File: src/rtl/tmrle_pkg.sv
`timescale 1ns / 1ps
// Shared types and constants for the tilemap RLE word decoder.
// No dependencies; used by tmrle_ctrl, tmrle_datapath and the top level.
package tmrle_pkg;

	localparam int WORD_W   = 16;
	localparam int ADDR_W   = 24;
	localparam int COL_W    = 7;
	localparam int ROW_W    = 5;
	localparam int CFG_IDX_W = 2;

	localparam logic [ADDR_W-1:0] BASE_RESET  = 24'h10F030;
	localparam logic [ADDR_W-1:0] FIX_ADDRESS = 24'h10F730;
	localparam logic [WORD_W-1:0] FIX_VALUE   = 16'h0C80;

	// configuration register indexes
	localparam logic [CFG_IDX_W-1:0] REG_BASE_ADDRESS = 2'd0;
	localparam logic [CFG_IDX_W-1:0] REG_FIX_ENABLE   = 2'd1;

	typedef struct packed {
		logic emit_tile;   // load a tile write into the output register
		logic sel_held;    // tile value from held run value, else input word
		logic tile_final;  // this tile is the last one of its item
		logic emit_fix;    // load the corrective write
		logic ld_held;     // capture run value
		logic ld_count;    // capture run count
	} cmd_t;

	typedef struct packed {
		logic word_zero;   // input word is an escape
		logic run_last;    // one copy left in the run
		logic fix_due;     // a final tile now would end the picture with a fix write
	} status_t;

endpackage

File: src/rtl/tmrle_datapath.sv
`timescale 1ns / 1ps
// Datapath: config registers, row/column/address tracking, run counter
// and the output beat register. Depends on tmrle_pkg.
module tmrle_datapath #(
	parameter int ROWS       = 28,
	parameter int COLUMNS    = 40,
	parameter int ROW_STRIDE = 128,
	parameter int MAX_RUN    = 63
) (
	input  logic                              clk,
	input  logic                              arst_n,
	input  logic                              cfg_we,
	input  logic [tmrle_pkg::CFG_IDX_W-1:0]   cfg_index,
	input  logic [tmrle_pkg::ADDR_W-1:0]      cfg_data,
	input  logic [tmrle_pkg::WORD_W-1:0]      word,
	input  tmrle_pkg::cmd_t                   cmd,
	output tmrle_pkg::status_t                status,
	output logic [tmrle_pkg::ADDR_W-1:0]      tile_address,
	output logic [tmrle_pkg::WORD_W-1:0]      tile_value,
	output logic                              last,
	output logic                              picture_done,
	output logic                              overrun
);

	localparam int RUN_W = $clog2(MAX_RUN + 1);
	localparam int AW = tmrle_pkg::ADDR_W;

	logic [AW-1:0]                     base_q;
	logic                              fix_en_q;
	logic [tmrle_pkg::WORD_W-1:0]      held_q;
	logic [tmrle_pkg::COL_W-1:0]       column_q;
	logic [tmrle_pkg::ROW_W-1:0]       row_q;
	logic [AW-1:0]                     addr_q;
	logic [RUN_W-1:0]                  rem_q;
	logic                              over_q;

	logic [tmrle_pkg::COL_W-1:0]       col_next;
	logic [tmrle_pkg::ROW_W-1:0]       row_inc;
	logic                              row_end;
	logic                              pic_end;
	logic                              over_w;
	logic [RUN_W-1:0]                  copies;
	logic [AW-1:0]                     row_start;
	logic                              end_row;

	assign col_next  = column_q + tmrle_pkg::COL_W'(1);
	assign row_inc   = row_q + tmrle_pkg::ROW_W'(1);
	assign row_end   = col_next >= tmrle_pkg::COL_W'(COLUMNS);
	assign pic_end   = row_inc >= tmrle_pkg::ROW_W'(ROWS);
	assign row_start = base_q + AW'(row_inc) * AW'(ROW_STRIDE);
	assign end_row   = cmd.tile_final && row_end;

	// run length clipped to MAX_RUN copies
	assign over_w = word >= tmrle_pkg::WORD_W'(MAX_RUN);
	assign copies = over_w ? RUN_W'(MAX_RUN) : RUN_W'(word) + RUN_W'(1);

	assign status.word_zero = word == '0;
	assign status.run_last  = rem_q == RUN_W'(1);
	assign status.fix_due   = row_end && pic_end && fix_en_q;

	always_ff @(posedge clk or negedge arst_n) begin
		if (!arst_n) begin
			base_q   <= tmrle_pkg::BASE_RESET;
			fix_en_q <= 1'b0;
		end else if (cfg_we) begin
			case (cfg_index)
				tmrle_pkg::REG_BASE_ADDRESS: base_q   <= cfg_data;
				tmrle_pkg::REG_FIX_ENABLE:   fix_en_q <= cfg_data[0];
				default: ;
			endcase
		end
	end

	always_ff @(posedge clk or negedge arst_n) begin
		if (!arst_n) begin
			held_q   <= '0;
			column_q <= '0;
			row_q    <= '0;
			addr_q   <= tmrle_pkg::BASE_RESET;
			rem_q    <= '0;
			over_q   <= 1'b0;
		end else begin
			if (cmd.ld_held) begin
				held_q <= word;
			end
			if (cmd.ld_count) begin
				rem_q  <= copies;
				over_q <= over_w;
			end
			if (cmd.emit_tile) begin
				if (cmd.sel_held) begin
					rem_q <= rem_q - RUN_W'(1);
				end else begin
					over_q <= 1'b0;
				end
				if (end_row) begin
					column_q <= '0;
					if (pic_end) begin
						row_q  <= '0;
						addr_q <= base_q;
					end else begin
						row_q  <= row_inc;
						addr_q <= row_start;
					end
				end else begin
					column_q <= col_next;
					addr_q   <= addr_q + AW'(2);
				end
			end
		end
	end

	// output beat register
	always_ff @(posedge clk) begin
		if (cmd.emit_tile) begin
			tile_address <= addr_q;
			tile_value   <= cmd.sel_held ? held_q : word;
			last         <= cmd.tile_final && !(end_row && pic_end && fix_en_q);
			picture_done <= end_row && pic_end && !fix_en_q;
			overrun      <= cmd.tile_final && cmd.sel_held && over_q
			                && !(end_row && pic_end && fix_en_q);
		end else if (cmd.emit_fix) begin
			tile_address <= tmrle_pkg::FIX_ADDRESS;
			tile_value   <= tmrle_pkg::FIX_VALUE;
			last         <= 1'b1;
			picture_done <= 1'b1;
			overrun      <= over_q;
		end
	end

endmodule

File: src/rtl/tmrle_ctrl.sv
`timescale 1ns / 1ps
// Controller: word phase / run / fix-write sequencer and output valid.
// Depends on tmrle_pkg.
module tmrle_ctrl (
	input  logic               clk,
	input  logic               arst_n,
	input  logic               in_valid,
	output logic               in_stall,
	output logic               out_valid,
	input  logic               out_stall,
	input  tmrle_pkg::status_t status,
	output tmrle_pkg::cmd_t    cmd
);

	localparam logic [2:0] S_TILE  = 3'd0;
	localparam logic [2:0] S_VALUE = 3'd1;
	localparam logic [2:0] S_COUNT = 3'd2;
	localparam logic [2:0] S_RUN   = 3'd3;
	localparam logic [2:0] S_FIX   = 3'd4;

	logic [2:0] state_q;
	logic [2:0] state_d;
	logic       out_valid_q;
	logic       slot_free;
	logic       accept;
	logic       emit;

	assign slot_free = !out_valid_q || !out_stall;
	assign in_stall  = !slot_free
	                   || !(state_q == S_TILE || state_q == S_VALUE || state_q == S_COUNT);
	assign accept    = in_valid && !in_stall;
	assign emit      = cmd.emit_tile || cmd.emit_fix;
	assign out_valid = out_valid_q;

	always_comb begin
		cmd     = '0;
		state_d = state_q;
		unique case (state_q)
			S_TILE: begin
				if (accept) begin
					if (status.word_zero) begin
						state_d = S_VALUE;
					end else begin
						cmd.emit_tile  = 1'b1;
						cmd.tile_final = 1'b1;
						state_d = status.fix_due ? S_FIX : S_TILE;
					end
				end
			end
			S_VALUE: begin
				if (accept) begin
					cmd.ld_held = 1'b1;
					state_d = S_COUNT;
				end
			end
			S_COUNT: begin
				if (accept) begin
					cmd.ld_count = 1'b1;
					state_d = S_RUN;
				end
			end
			S_RUN: begin
				if (slot_free) begin
					cmd.emit_tile  = 1'b1;
					cmd.sel_held   = 1'b1;
					cmd.tile_final = status.run_last;
					if (status.run_last) begin
						state_d = status.fix_due ? S_FIX : S_TILE;
					end
				end
			end
			S_FIX: begin
				if (slot_free) begin
					cmd.emit_fix = 1'b1;
					state_d = S_TILE;
				end
			end
			default: state_d = S_TILE;
		endcase
	end

	always_ff @(posedge clk or negedge arst_n) begin
		if (!arst_n) begin
			state_q     <= S_TILE;
			out_valid_q <= 1'b0;
		end else begin
			state_q <= state_d;
			if (emit) begin
				out_valid_q <= 1'b1;
			end else if (!out_stall) begin
				out_valid_q <= 1'b0;
			end
		end
	end

endmodule

File: src/rtl/tilemap_rle_word_decoder_unit.sv
`timescale 1ns / 1ps
// Top level of the tilemap RLE word decoder: controller plus datapath.
// Depends on tmrle_pkg, tmrle_ctrl and tmrle_datapath.
//
// Input channel (in_valid/in_stall, word) takes one 16-bit compressed word
// per beat. A non-zero word is one tile; a zero word escapes, the next word
// is the run value and the one after it the count (count+1 copies, clipped
// to MAX_RUN with overrun set). Output channel (out_valid/out_stall) moves
// one tile RAM write per beat from a single output register; last marks the
// final write of an input word, picture_done and overrun ride on that beat.
// Timing: a literal tile appears in the cycle after its word is taken; a run's
// first copy is emitted from the run state entered on its count word, then
// registered. The input takes literal, escape, value and count words back to
// back, stalls during a run and the corrective write (after the last row when
// fix_enable is set); the run counter emits one write a cycle. While out_stall
// holds a beat, the sequencer halts and in_stall rises; nothing is dropped.
// Config port (cfg_valid/cfg_ready, always ready): index 0 base_address,
// index 1 fix_enable; write only while idle. A new base takes effect at the
// next row start. Reset: base 0x10F030, fix off, first row, first column.
module tilemap_rle_word_decoder_unit #(
	parameter int ROWS       = 28,
	parameter int COLUMNS    = 40,
	parameter int ROW_STRIDE = 128,
	parameter int MAX_RUN    = 63
) (
	input  logic                              clk,
	input  logic                              arst_n,
	input  logic                              cfg_valid,
	output logic                              cfg_ready,
	input  logic [tmrle_pkg::CFG_IDX_W-1:0]   cfg_index,
	input  logic [tmrle_pkg::ADDR_W-1:0]      cfg_data,
	input  logic                              in_valid,
	output logic                              in_stall,
	input  logic [tmrle_pkg::WORD_W-1:0]      word,
	output logic                              out_valid,
	input  logic                              out_stall,
	output logic [tmrle_pkg::ADDR_W-1:0]      tile_address,
	output logic [tmrle_pkg::WORD_W-1:0]      tile_value,
	output logic                              last,
	output logic                              picture_done,
	output logic                              overrun
);

	tmrle_pkg::cmd_t    cmd;
	tmrle_pkg::status_t status;

	assign cfg_ready = 1'b1;

	tmrle_ctrl u_ctrl (
		.clk       (clk),
		.arst_n    (arst_n),
		.in_valid  (in_valid),
		.in_stall  (in_stall),
		.out_valid (out_valid),
		.out_stall (out_stall),
		.status    (status),
		.cmd       (cmd)
	);

	tmrle_datapath #(
		.ROWS       (ROWS),
		.COLUMNS    (COLUMNS),
		.ROW_STRIDE (ROW_STRIDE),
		.MAX_RUN    (MAX_RUN)
	) u_datapath (
		.clk          (clk),
		.arst_n       (arst_n),
		.cfg_we       (cfg_valid && cfg_ready),
		.cfg_index    (cfg_index),
		.cfg_data     (cfg_data),
		.word         (word),
		.cmd          (cmd),
		.status       (status),
		.tile_address (tile_address),
		.tile_value   (tile_value),
		.last         (last),
		.picture_done (picture_done),
		.overrun      (overrun)
	);

	// flags only ever ride on the closing beat of an item
	a_done_on_last: assert property (@(posedge clk) disable iff (!arst_n)
		out_valid && picture_done |-> last)
		else $error("picture_done without last");

	a_over_on_last: assert property (@(posedge clk) disable iff (!arst_n)
		out_valid && overrun |-> last)
		else $error("overrun without last");

	// a run still in progress holds off the input side
	a_run_holds_input: assert property (@(posedge clk) disable iff (!arst_n)
		cmd.emit_tile && !cmd.tile_final |=> in_stall)
		else $error("input taken in the middle of a run");

	a_one_emit: assert property (@(posedge clk) disable iff (!arst_n)
		cmd.emit_tile || cmd.emit_fix |=> out_valid)
		else $error("emitted beat not presented");

endmodule

File: config.mk
export PLATFORM = sky130hd
export DESIGN_NAME = tilemap_rle_word_decoder_unit
export DESIGN_NICKNAME = d
export VERILOG_FILES = /design/src/rtl/tmrle_pkg.sv /design/src/rtl/tmrle_datapath.sv /design/src/rtl/tmrle_ctrl.sv /design/src/rtl/tilemap_rle_word_decoder_unit.sv
export SDC_FILE = /design/constraint.sdc
export NUM_CORES = 1
export LEC_CHECK = 0
export BUFFER_PORTS_ARGS = -buffer_cell sky130_fd_sc_hd__buf_2
export CAP_MARGIN = 10
export CORE_MARGIN = 1.5
export CORE_UTILIZATION = 40
export CTS_CLUSTER_DIAMETER = 50
export CTS_CLUSTER_SIZE = 10
export DETAILED_ROUTE_END_ITERATION = 10
export SYNTH_ARGS = -nofsm -noshare
export SYNTH_HDL_FRONTEND = slang
export SYNTH_SLANG_ARGS = --single-unit
File: constraint.sdc
create_clock -name clk -period 6.7 [get_ports clk]
set_input_delay 0.67 -clock clk [delete_from_list [all_inputs] [get_ports clk]]
set_output_delay 0.67 -clock clk [all_outputs]
set_load 0.05 [all_outputs]
== Word-level counts from Yosys, hierarchy flattened ==
Cells that the tools add are included.
Cells by class
  $add $sub $neg: 6
  $lt $le $gt $ge: 3
  equality and inequality tests: 13
  muxes and demuxes: 43
  reductions and logical operators: 31
Operator list (number)
  24-bit two-way mux: 4
  16-bit two-way mux: 3
  3-bit two-way mux: 9
  24-bit by 12-bit adder with 24-bit output: 1
  24-bit by 2-bit adder with 24-bit output (second input constant): 1
  6-bit two-way mux: 4
  1-bit two-way mux: 18
  16-bit by 6-bit greater-or-equal comparator with 1-bit output (second input constant): 1
  16-bit zero test: 1
  3-bit one-hot mux with 5 select lines: 1
  2-bit by 1-bit inequality test with 1-bit output (second input constant): 7
  1-bit logical AND: 11
  7-bit by 1-bit adder with 7-bit output (second input constant): 1
  7-bit by 6-bit greater-or-equal comparator with 1-bit output (second input constant): 1
  1-bit zero test: 7
  7-bit two-way mux: 1
  6-bit by 1-bit adder with 6-bit output (second input constant): 1
  3-bit by 2-bit equality test with 1-bit output (second input constant): 2
  6-bit by 1-bit equality test with 1-bit output (second input constant): 1
  2-bit AND reduction: 3
  6-bit AND reduction: 1
  6-bit by 1-bit subtractor with 6-bit output (second input constant): 1
  5-bit by 1-bit adder with 5-bit output (second input constant): 1
  5-bit greater-or-equal comparator (second input constant): 1
  other kinds (9): 14
Storage, ports and cells
  bits in registers: 131
  input bits: 47
  output and inout bits: 46

== Depth between registers and ports, before layout ==
Gate-level depths: netlist of the first run.
  word-level depth: 15
  depth in mapped cells: 10
  gate-level depth less buffers: 10

== Cells and area by module ==
A second synthesis of the first run with hierarchy kept.
Unflattened totals
  cells, all modules: 621
  area, all modules: 6929.1 sq um
By module, submodules not included
  tmrle_datapath: instances 1, cells an instance 582, area an instance 6606.3 sq um, seq. area each 3410.8 sq um
  tmrle_ctrl: instances 1, cells an instance 37, area an instance 311.5 sq um, seq. area each 100.1 sq um
  tilemap_rle_word_decoder_unit: instances 1, cells an instance 2, area an instance 11.3 sq um, seq. area each 0.0 sq um

== Worst setup path before layout of the first run ==
No wires, ideal clock.
  path kind: input to register
  from: input port word[14] in the netlist's numbering
  to: register u_datapath.last, enable pin
  library setup time: 0.551 ns
  arrival: 2.523 ns
  data required time: 6.149 ns
  path slack: 3.626 ns
  stages: 5
  path through: or4_4 > nor4_4 > nand2b_1 > buf_4 > nand2_1
Between the ends
  longest elaborated chain between the ends: 5
RTL lines
  from (decl): RTL line tilemap_rle_word_decoder_unit.sv:34  | input logic [tmrle_pkg::WORD_W-1:0] word,
  16-bit zero test: RTL line tmrle_datapath.sv:57  | assign status.word_zero = word == '0;
  1-bit two-way mux: RTL line tmrle_ctrl.sv:41  | if (status.word_zero) begin
  1-bit two-way mux: RTL line tmrle_ctrl.sv:40  | if (accept) begin
  1-bit one-hot mux with 2 select lines: RTL line tmrle_ctrl.sv:38  | unique case (state_q)
  2-bit nonzero test (no line)
  to (signal assigned): RTL line tmrle_datapath.sv:118  | last <= cmd.tile_final && !(end_row && pic_end && fix_en_q);
  to (decl): RTL line tmrle_datapath.sv:20  | output logic last,
Every way passes these cells.
A chain may end at the register's enable or synchronous reset.

== Final worst setup path of the first run ==
  from: register u_datapath.row_q[0] in the netlist's numbering
  to: register u_datapath.addr_q[18]
Between the ends
  longest elaborated chain between the ends: 4
  elaborated cells on any way between the ends: 5
  those cells by class: 2 x add/sub; 1 x order compare; 2 x mux
RTL lines
  from (decl): RTL line tmrle_datapath.sv:32  | logic [tmrle_pkg::ROW_W-1:0] row_q;
  from (signal assigned): RTL line tmrle_datapath.sv:102  | row_q <= row_inc;
  5-bit by 1-bit adder with 5-bit output *: RTL line tmrle_datapath.sv:47  | assign row_inc = row_q + tmrle_pkg::ROW_W'(1);
  24-bit by 12-bit adder with 24-bit output or 5-bit greater-or-equal comparator (tied branches): RTL line tmrle_datapath.sv:50, tmrle_datapath.sv:49
  24-bit two-way mux *: RTL line tmrle_datapath.sv:98  | if (pic_end) begin
  24-bit two-way mux *: RTL line tmrle_datapath.sv:96  | if (end_row) begin
  to (signal assigned): RTL line tmrle_datapath.sv:100  | addr_q <= base_q;
  to (signal assigned): RTL line tmrle_datapath.sv:103  | addr_q <= row_start;
  to (signal assigned): RTL line tmrle_datapath.sv:107  | addr_q <= addr_q + AW'(2);
  to (decl): RTL line tmrle_datapath.sv:33  | logic [AW-1:0] addr_q;
Mark *: on every way between the ends. The rest lies on a longest branch, timed or not.

==> results of run 1 <==
area by class of cell:
type | instances | area [µm²] | share of cell area (%)
clock buffers | 19 | 453 | 5.57
inverters | 21 | 78.8 | 0.970
flip-flops and latches | 131 | 3510 | 43.2
clock inverters | 13 | 181 | 2.23
repair buffers | 99 | 518 | 6.37
well taps | 220 | 275 | 3.39
multi-input cells | 459 | 3110 | 38.3
layout by cell type, fill, tap and decap left out, drive strengths merged, types with 10 or more instances in the layout:
master  count
a21oi      35
nor4       14
edfxtp     43
xor2       10
dfrtp      74
mux2i      11
nand3      31
mux2       39
dfstp      14
nand2      64
and2       16
o21ai      43
inv        22
clkbuf     19
a22o       11
buf        99
nand4      12
ha         14
and3       10
nor2       31
layer usage:
layer | global-route usage, % | up-vias | routed length [µm]
li1 | - | 2558 | -
met1 | 26.2 | 2507 | 7760
met2 | 28.6 | 137 | 7210
met3 | 4.91 | 20 | 855
met4 | 6.22 | 0 | 265
met5 | 0 | - | 0
flip-flops by register name, indices dropped and copies added (netlist names), 3 cells and up:
signal / flops
u_datapath.held_q: 16
u_datapath.rem_q: 6
u_datapath.row_q: 5
u_datapath.column_q: 7
u_datapath.addr_q: 24
u_datapath.base_q: 24
u_datapath.tile_value: 16
u_datapath.tile_address: 24
u_ctrl.state_q: 3
critical path: stages (launching register included):
cell	delay, ns
dfrtp_1	0.43
ha_1	0.31
nand3_1	0.13
xnor2_1	0.22
ha_1	0.32
nand3_1	0.09
nor2_1	0.04
a211oi_1	0.85
nor4_1	0.12
xor2_1	0.36
o221a_2	0.26
metrics by stage:
stage	hold slack (ns)	setup WS, ns	util, %	cell area (µm²)	power, mW
after floorplan	0.374	3.63	-	6850	2.60
after global placement	0.462	3.25	45.0	7490	2.96
after detailed placement	0.462	3.17	45.0	7490	3.01
after CTS	0.221	3.49	48.8	8130	4.01
after global routing	0.233	3.25	48.8	8130	4.22
final	0.213	3.50	48.8	8130	3.97
worst max-delay path by stage:
| stage | from | to | slack, ns | cells past startpoint |
|---|---|---|---|---|
| 2_1_floorplan | word[14] | u_datapath.last | 3.63 | 5 |
| 3_3_place_gp | word[0] | u_datapath.tile_address[0] | 3.25 | 7 |
| 3_5_place_dp | word[0] | u_datapath.tile_address[0] | 3.17 | 7 |
| 4_1_cts | u_datapath.row_q[0] | u_datapath.addr_q[22] | 3.49 | 10 |
| 5_1_grt | u_datapath.row_q[0] | u_datapath.addr_q[22] | 3.25 | 10 |
| 6_report | u_datapath.row_q[0] | u_datapath.addr_q[18] | 3.50 | 10 |
power groups by stage:
stage / combinational [mW] / clock (mW) / sequential (mW)
2_1_floorplan: 0.780 / 0 / 1.82
3_3_place_gp: 1.51 / 0 / 1.46
3_5_place_dp: 1.54 / 0 / 1.47
4_1_cts: 1.54 / 1.01 / 1.46
5_1_grt: 1.67 / 1.05 / 1.50
6_report: 1.53 / 0.988 / 1.46
cell families after synthesis:
| logic type | synth area share, % |
|---|---|
| other | 0.0547 |
| XOR/XNOR | 2.17 |
| AND/OR/NAND/NOR | 17.1 |
| multiplexers | 8.02 |
| adder cells (fa/ha/maj) | 2.85 |
| flip-flops | 51.2 |
| AO/OA/AOI/OAI | 14.8 |
| buffers and inverters | 3.72 |
==> reports/metrics.cfg, run 1 <==
[outcome]
status = finished clean

[floorplan]
die_h_um = 134
coreArea_um2 = 16600
ios = 93
dieArea_um2 = 17900
die_x_um = 134
placement_rows = 47
initial_core_util_pct = 41.2

[critical_path]
regToRegSetupSlack_ns = 3.50
critPathRequiredTime_ns = 7.06
r2r_end = u_datapath.addr_q[18]
r2r_cells = 10
cp.arrival_ns = 3.56
endpoint_kind = flop
worst-setup-path-type = flop to flop
r2r_start = u_datapath.row_q[0]
cp-start-kind = flop
cp_max_fo = 9

[placement]
gp_congestion = 0.829
dp_hpwl_um = 11200
dpl.cell_count = 930
io_buffers = 91

[finish]
n_antenna_cell = 0
drive_gt1_share_pct = 26.5
nets = 791
fill_cells = 1521
syn2layout_area_growth_pct = 18.6
stdcell_count = 962

[synth]
syn-cell-area_um2 = 6850
synth_cell_types = 66
synth_ff_type = dfrtp_1
avgSynthCellArea_um2 = 10.6
yosysWarnings = 0
yosysMostFrequentCell = dfrtp_1
synth_edf_count = 43
ys_seq_area_share_pct = 51.2
syn_nets = 710
synth_largest_area_cell = dfrtp_1
ys_ff_latch = 131
yosysTopAreaCellShare_pct = 27.0
async_flop_share_pct = 67.2
synth_common_cells = 74 x dfrtp_1, 64 x nand2_1, 43 x edfxtp_1
postSynthCellCount = 648
ys_top_cells_by_area = dfrtp_1 27%, edfxtp_1 19%, mux2_2 6.4%

[power]
max-vdd-ir-drop_mv = 0.267
combPwrFrac_pct = 38.4
pwr-share-clk_pct = 24.9
p_int_mw = 2.34
p_switching_mw = 1.63
leakage_nw = 3.29
pwr-share-seq_pct = 36.7
power.density_nw_per_um2 = 489
p_sw_share_pct = 41.1

[clock_network]
clockBufferDepth = 2
cts_root_buf = clkbuf_16
cts_resized = 0
cts_tree = yes
cts.sink_count = 131
hold_buffers = 0
clkTransAtPathRegs_ns = 0.06
cts_made_buffers = 17
clk_latency_ns = 0.42
htreeDepth = 4
postCtsSetupBuffers = 0

[grt]
grt.overflow.total = 0
grt_start_max_net_pins = 53
first_global_vias = 5143
grt_pass1_wl_um = 26400
antenna_found_initial = 0
grt_usage_pct = 18.8

[drt]
finalWirelength_um = 16100
via_per_inst = 5.43
postRouteAntennaNets = 0
wl_per_cell_um = 16.7
num_vias = 5222
drt_iter0_drc = 306
firstDrtPassIters = 4
drc = 0

[timing]
report.final.slew_viol_count = 0
setup_viol = 0
hold_viol = 0
relSlewSlack_pct = 22.2
rsz0062_at_grt = no
fin_tns_setup_ns = 0
max_freq_mhz = 312
finClkSkew_ns = 0.00864
min_period_over_period_pct = 47.8
worst_pin_slew_ns = 1.17
finalCriticalPeriod_ns = 3.20

[run]
cap_violations = 0

[worst_hold_path]
hp-class = input port to asynchronous set/reset pin

No activity file was read; power rests on OpenSTA's default activity.
==> inputs of run 2 (changes only) <==
--- a/config.mk
+++ b/config.mk
@@ -5,6 +5,7 @@
 export SDC_FILE = /design/constraint.sdc
 export NUM_CORES = 1
 export LEC_CHECK = 0
+export ABC_AREA = 1
 export BUFFER_PORTS_ARGS = -buffer_cell sky130_fd_sc_hd__buf_2
 export CAP_MARGIN = 10
 export CORE_MARGIN = 1.5
==> constraint.sdc (replaced) <==
create_clock -name clk -period 2.75 [get_ports clk]
set_input_delay 0.275 -clock clk [delete_from_list [all_inputs] [get_ports clk]]
set_output_delay 0.275 -clock clk [all_outputs]
set_load 0.05 [all_outputs]
==> reports/metrics.cfg, run 2 <==
[finish]
final_cell_mix = 233 x nand2_1, 100 x inv_1, 90 x buf_2
drive_gt1_share_pct = 19.2
final_util_pct = 48.1
largest_registers = u_datapath.addr_q x24, u_datapath.base_q x24, u_datapath.tile_address x24
n_antenna_cell = 0
fill_cells = 1743
nets = 1006
syn2layout_area_growth_pct = 17.3
final_common_cell = nand2_1

[synth]
yosysWarnings = 0
ys_seq_area_share_pct = 49.5
syn_nets = 911
yosysMostFrequentCell = nand2_1
synth_largest_area_cell = dfrtp_1
async_flop_share_pct = 67.2
yosysTopAreaCellShare_pct = 26.1
synth_edf_count = 43
ys_top_cells_by_area = dfrtp_1 26%, edfxtp_1 18%, nand2_1 12%
synth_common_cells = 233 x nand2_1, 100 x inv_1, 80 x nor2_1
synth_ff_type = dfrtp_1
synth_cell_types = 46
avgSynthCellArea_um2 = 8.35
syn-cell-area_um2 = 7090
postSynthCellCount = 849
ys_ff_latch = 131

[power]
power.density_nw_per_um2 = 1120
max-vdd-ir-drop_mv = 0.607
leakage_nw = 3.82
power_mw = 9.34

[clock_network]
cts_made_buffers = 17
clkTransAtPathRegs_ns = 0.06
cts_resized = 0
htreeDepth = 4
cts_root_buf = clkbuf_16
clockBufferDepth = 2
cts_tree = yes
clk_latency_ns = 0.42
postCtsSetupBuffers = 0
cts.sink_count = 131

[run]
cap_violations = 0

[grt]
grt.overflow.total = 0
grt_usage_pct = 18.7
first_global_vias = 5364
grt-busiest-layer = met1
use_met1_pct = 27.5
antenna_found_initial = 0
met2_usage_pct = 27.1
grt_start_max_net_pins = 51
use_met3_pct = 4.74
grt_pass1_wl_um = 26900

[drt]
finalWirelength_um = 16200
wl_per_cell_um = 13.7
num_vias = 5685
drc = 0
firstDrtPassIters = 5
postRouteAntennaNets = 0
drt_iter0_drc = 318
via_per_inst = 4.81

[critical_path]
cp_max_fo = 7
cp-start-kind = flop
critPathRequiredTime_ns = 3.06
endpoint_kind = flop
cp.arrival_ns = 2.66
worst-setup-path-type = flop to flop

[floorplan]
ios = 93
coreArea_um2 = 17300
dieArea_um2 = 18500
initial_core_util_pct = 41.0
die_x_um = 136
placement_rows = 48
die_h_um = 136

[timing]
rsz0062_at_grt = no
hold_viol = 0
min_period_over_period_pct = 85.6
finalCriticalPeriod_ns = 2.35
relSlewSlack_pct = 38.9
report.final.slew_viol_count = 0
setup_viol = 0
finClkSkew_ns = 0.00993
max_freq_mhz = 425
fin_tns_setup_ns = 0
worst_pin_slew_ns = 0.914

[placement]
gp_congestion = 0.889
io_buffers = 91
dp_hpwl_um = 11800

[outcome]
status = finished clean

[worst_hold_path]
hp-class = input port to flop

[run 2: routing by layer]
layer	wire length, µm	up-vias
met2	6880	159
met5	0	-
met3	947	20
met1	8150	2562
li1	-	2944
met4	204	0
[run 2: cell families (layout without fill, tap and decap cells)]
| logic type | Yosys count | in the layout | share of synthesized area (%) |
|---|---|---|---|
| AOI/OAI and AO/OA | 116 | 116 | 8.79 |
| xor gates and xnor gates | 26 | 26 | 3.21 |
| adders and majority gates | 15 | 15 | 2.75 |
| buffers and inverters | 129 | 237 | 7.84 |
| DFF | 131 | 131 | 49.5 |
| muxes | 14 | 14 | 2.22 |
| other | 1 | 1 | 0.0529 |
| and+or+nand+nor | 417 | 417 | 25.6 |
[run 2: report_power, final]
| part | internal, mW | leakage (nW) | switching, mW |
|---|---|---|---|
| Clock | 1.18 | 0.255 | 0.888 |
| Combinational | 1.06 | 2.13 | 2.78 |
| Sequential | 2.92 | 1.44 | 0.515 |
| Total | 5.16 | 3.82 | 4.18 |
[run 2: final timing paths]
| kind | startpoint | to | slack, ns | cells after the start |
|---|---|---|---|---|
| worst max-delay path | u_datapath.row_q[0] | u_datapath.addr_q[18] | 0.40 | 14 |
| max in group asynchronous | arst_n | u_datapath.addr_q[5] | 1.63 | 3 |
| worst min register to register | u_datapath.addr_q[4] | u_datapath.addr_q[4] | 0.49 | 2 |
| worst max register to register | u_datapath.row_q[0] | u_datapath.addr_q[18] | 0.40 | 14 |
| min in group asynchronous | arst_n | u_datapath.held_q[5] | 0.41 | 2 |
| worst min-delay path | cfg_data[6] | u_datapath.base_q[6] | 0.08 | 2 |
[run 2: final cells by class]
type,instances,area (µm²),share of cell area [%]
multi-input cells,589,3030,36.5
inverters,104,398,4.79
clock buffers,18,439,5.28
flip-flops and latches,131,3510,42.2
repair buffers,101,548,6.59
clock inverters,14,104,1.25
well taps,225,282,3.39
[run 2: worst max-delay path: stages, from the launching register on]
cell and delay (ns):
dfrtp_1 0.44, ha_1 0.25, nand3_1 0.10, xor2_1 0.18, inv_1 0.06, ha_1 0.33
a21oi_1 0.20, inv_1 0.07, nand2_1 0.06, nand2_1 0.10, nand3_1 0.10, xor2_1 0.15
nand2_1 0.08, nand3_1 0.07, nand2_1 0.05
[run 2: repair_timing]
item                                   4_1_cts  5_1_grt
endpoints found under the hold margin       35        0
setup endpoints to repair                    0        0
hold buffers                                 1        0
[run 2: metrics by stage]
| step | area (µm²) | hold slack (ns) | cells | setup slack (ns) |
|---|---|---|---|---|
| 3_3_place_gp | 7760 | 0.344 | 1149 | 0.425 |
| 3_5_place_dp | 7760 | 0.343 | 1149 | 0.397 |
| 5_1_grt | 8310 | 0.0632 | 1182 | 0.0937 |
| 2_1_floorplan | 7090 | -0.0206 | 849 | 0.103 |
| 4_1_cts | 8310 | 0.0671 | 1182 | 0.385 |
| 6_report | 8310 | 0.0816 | 1182 | 0.395 |
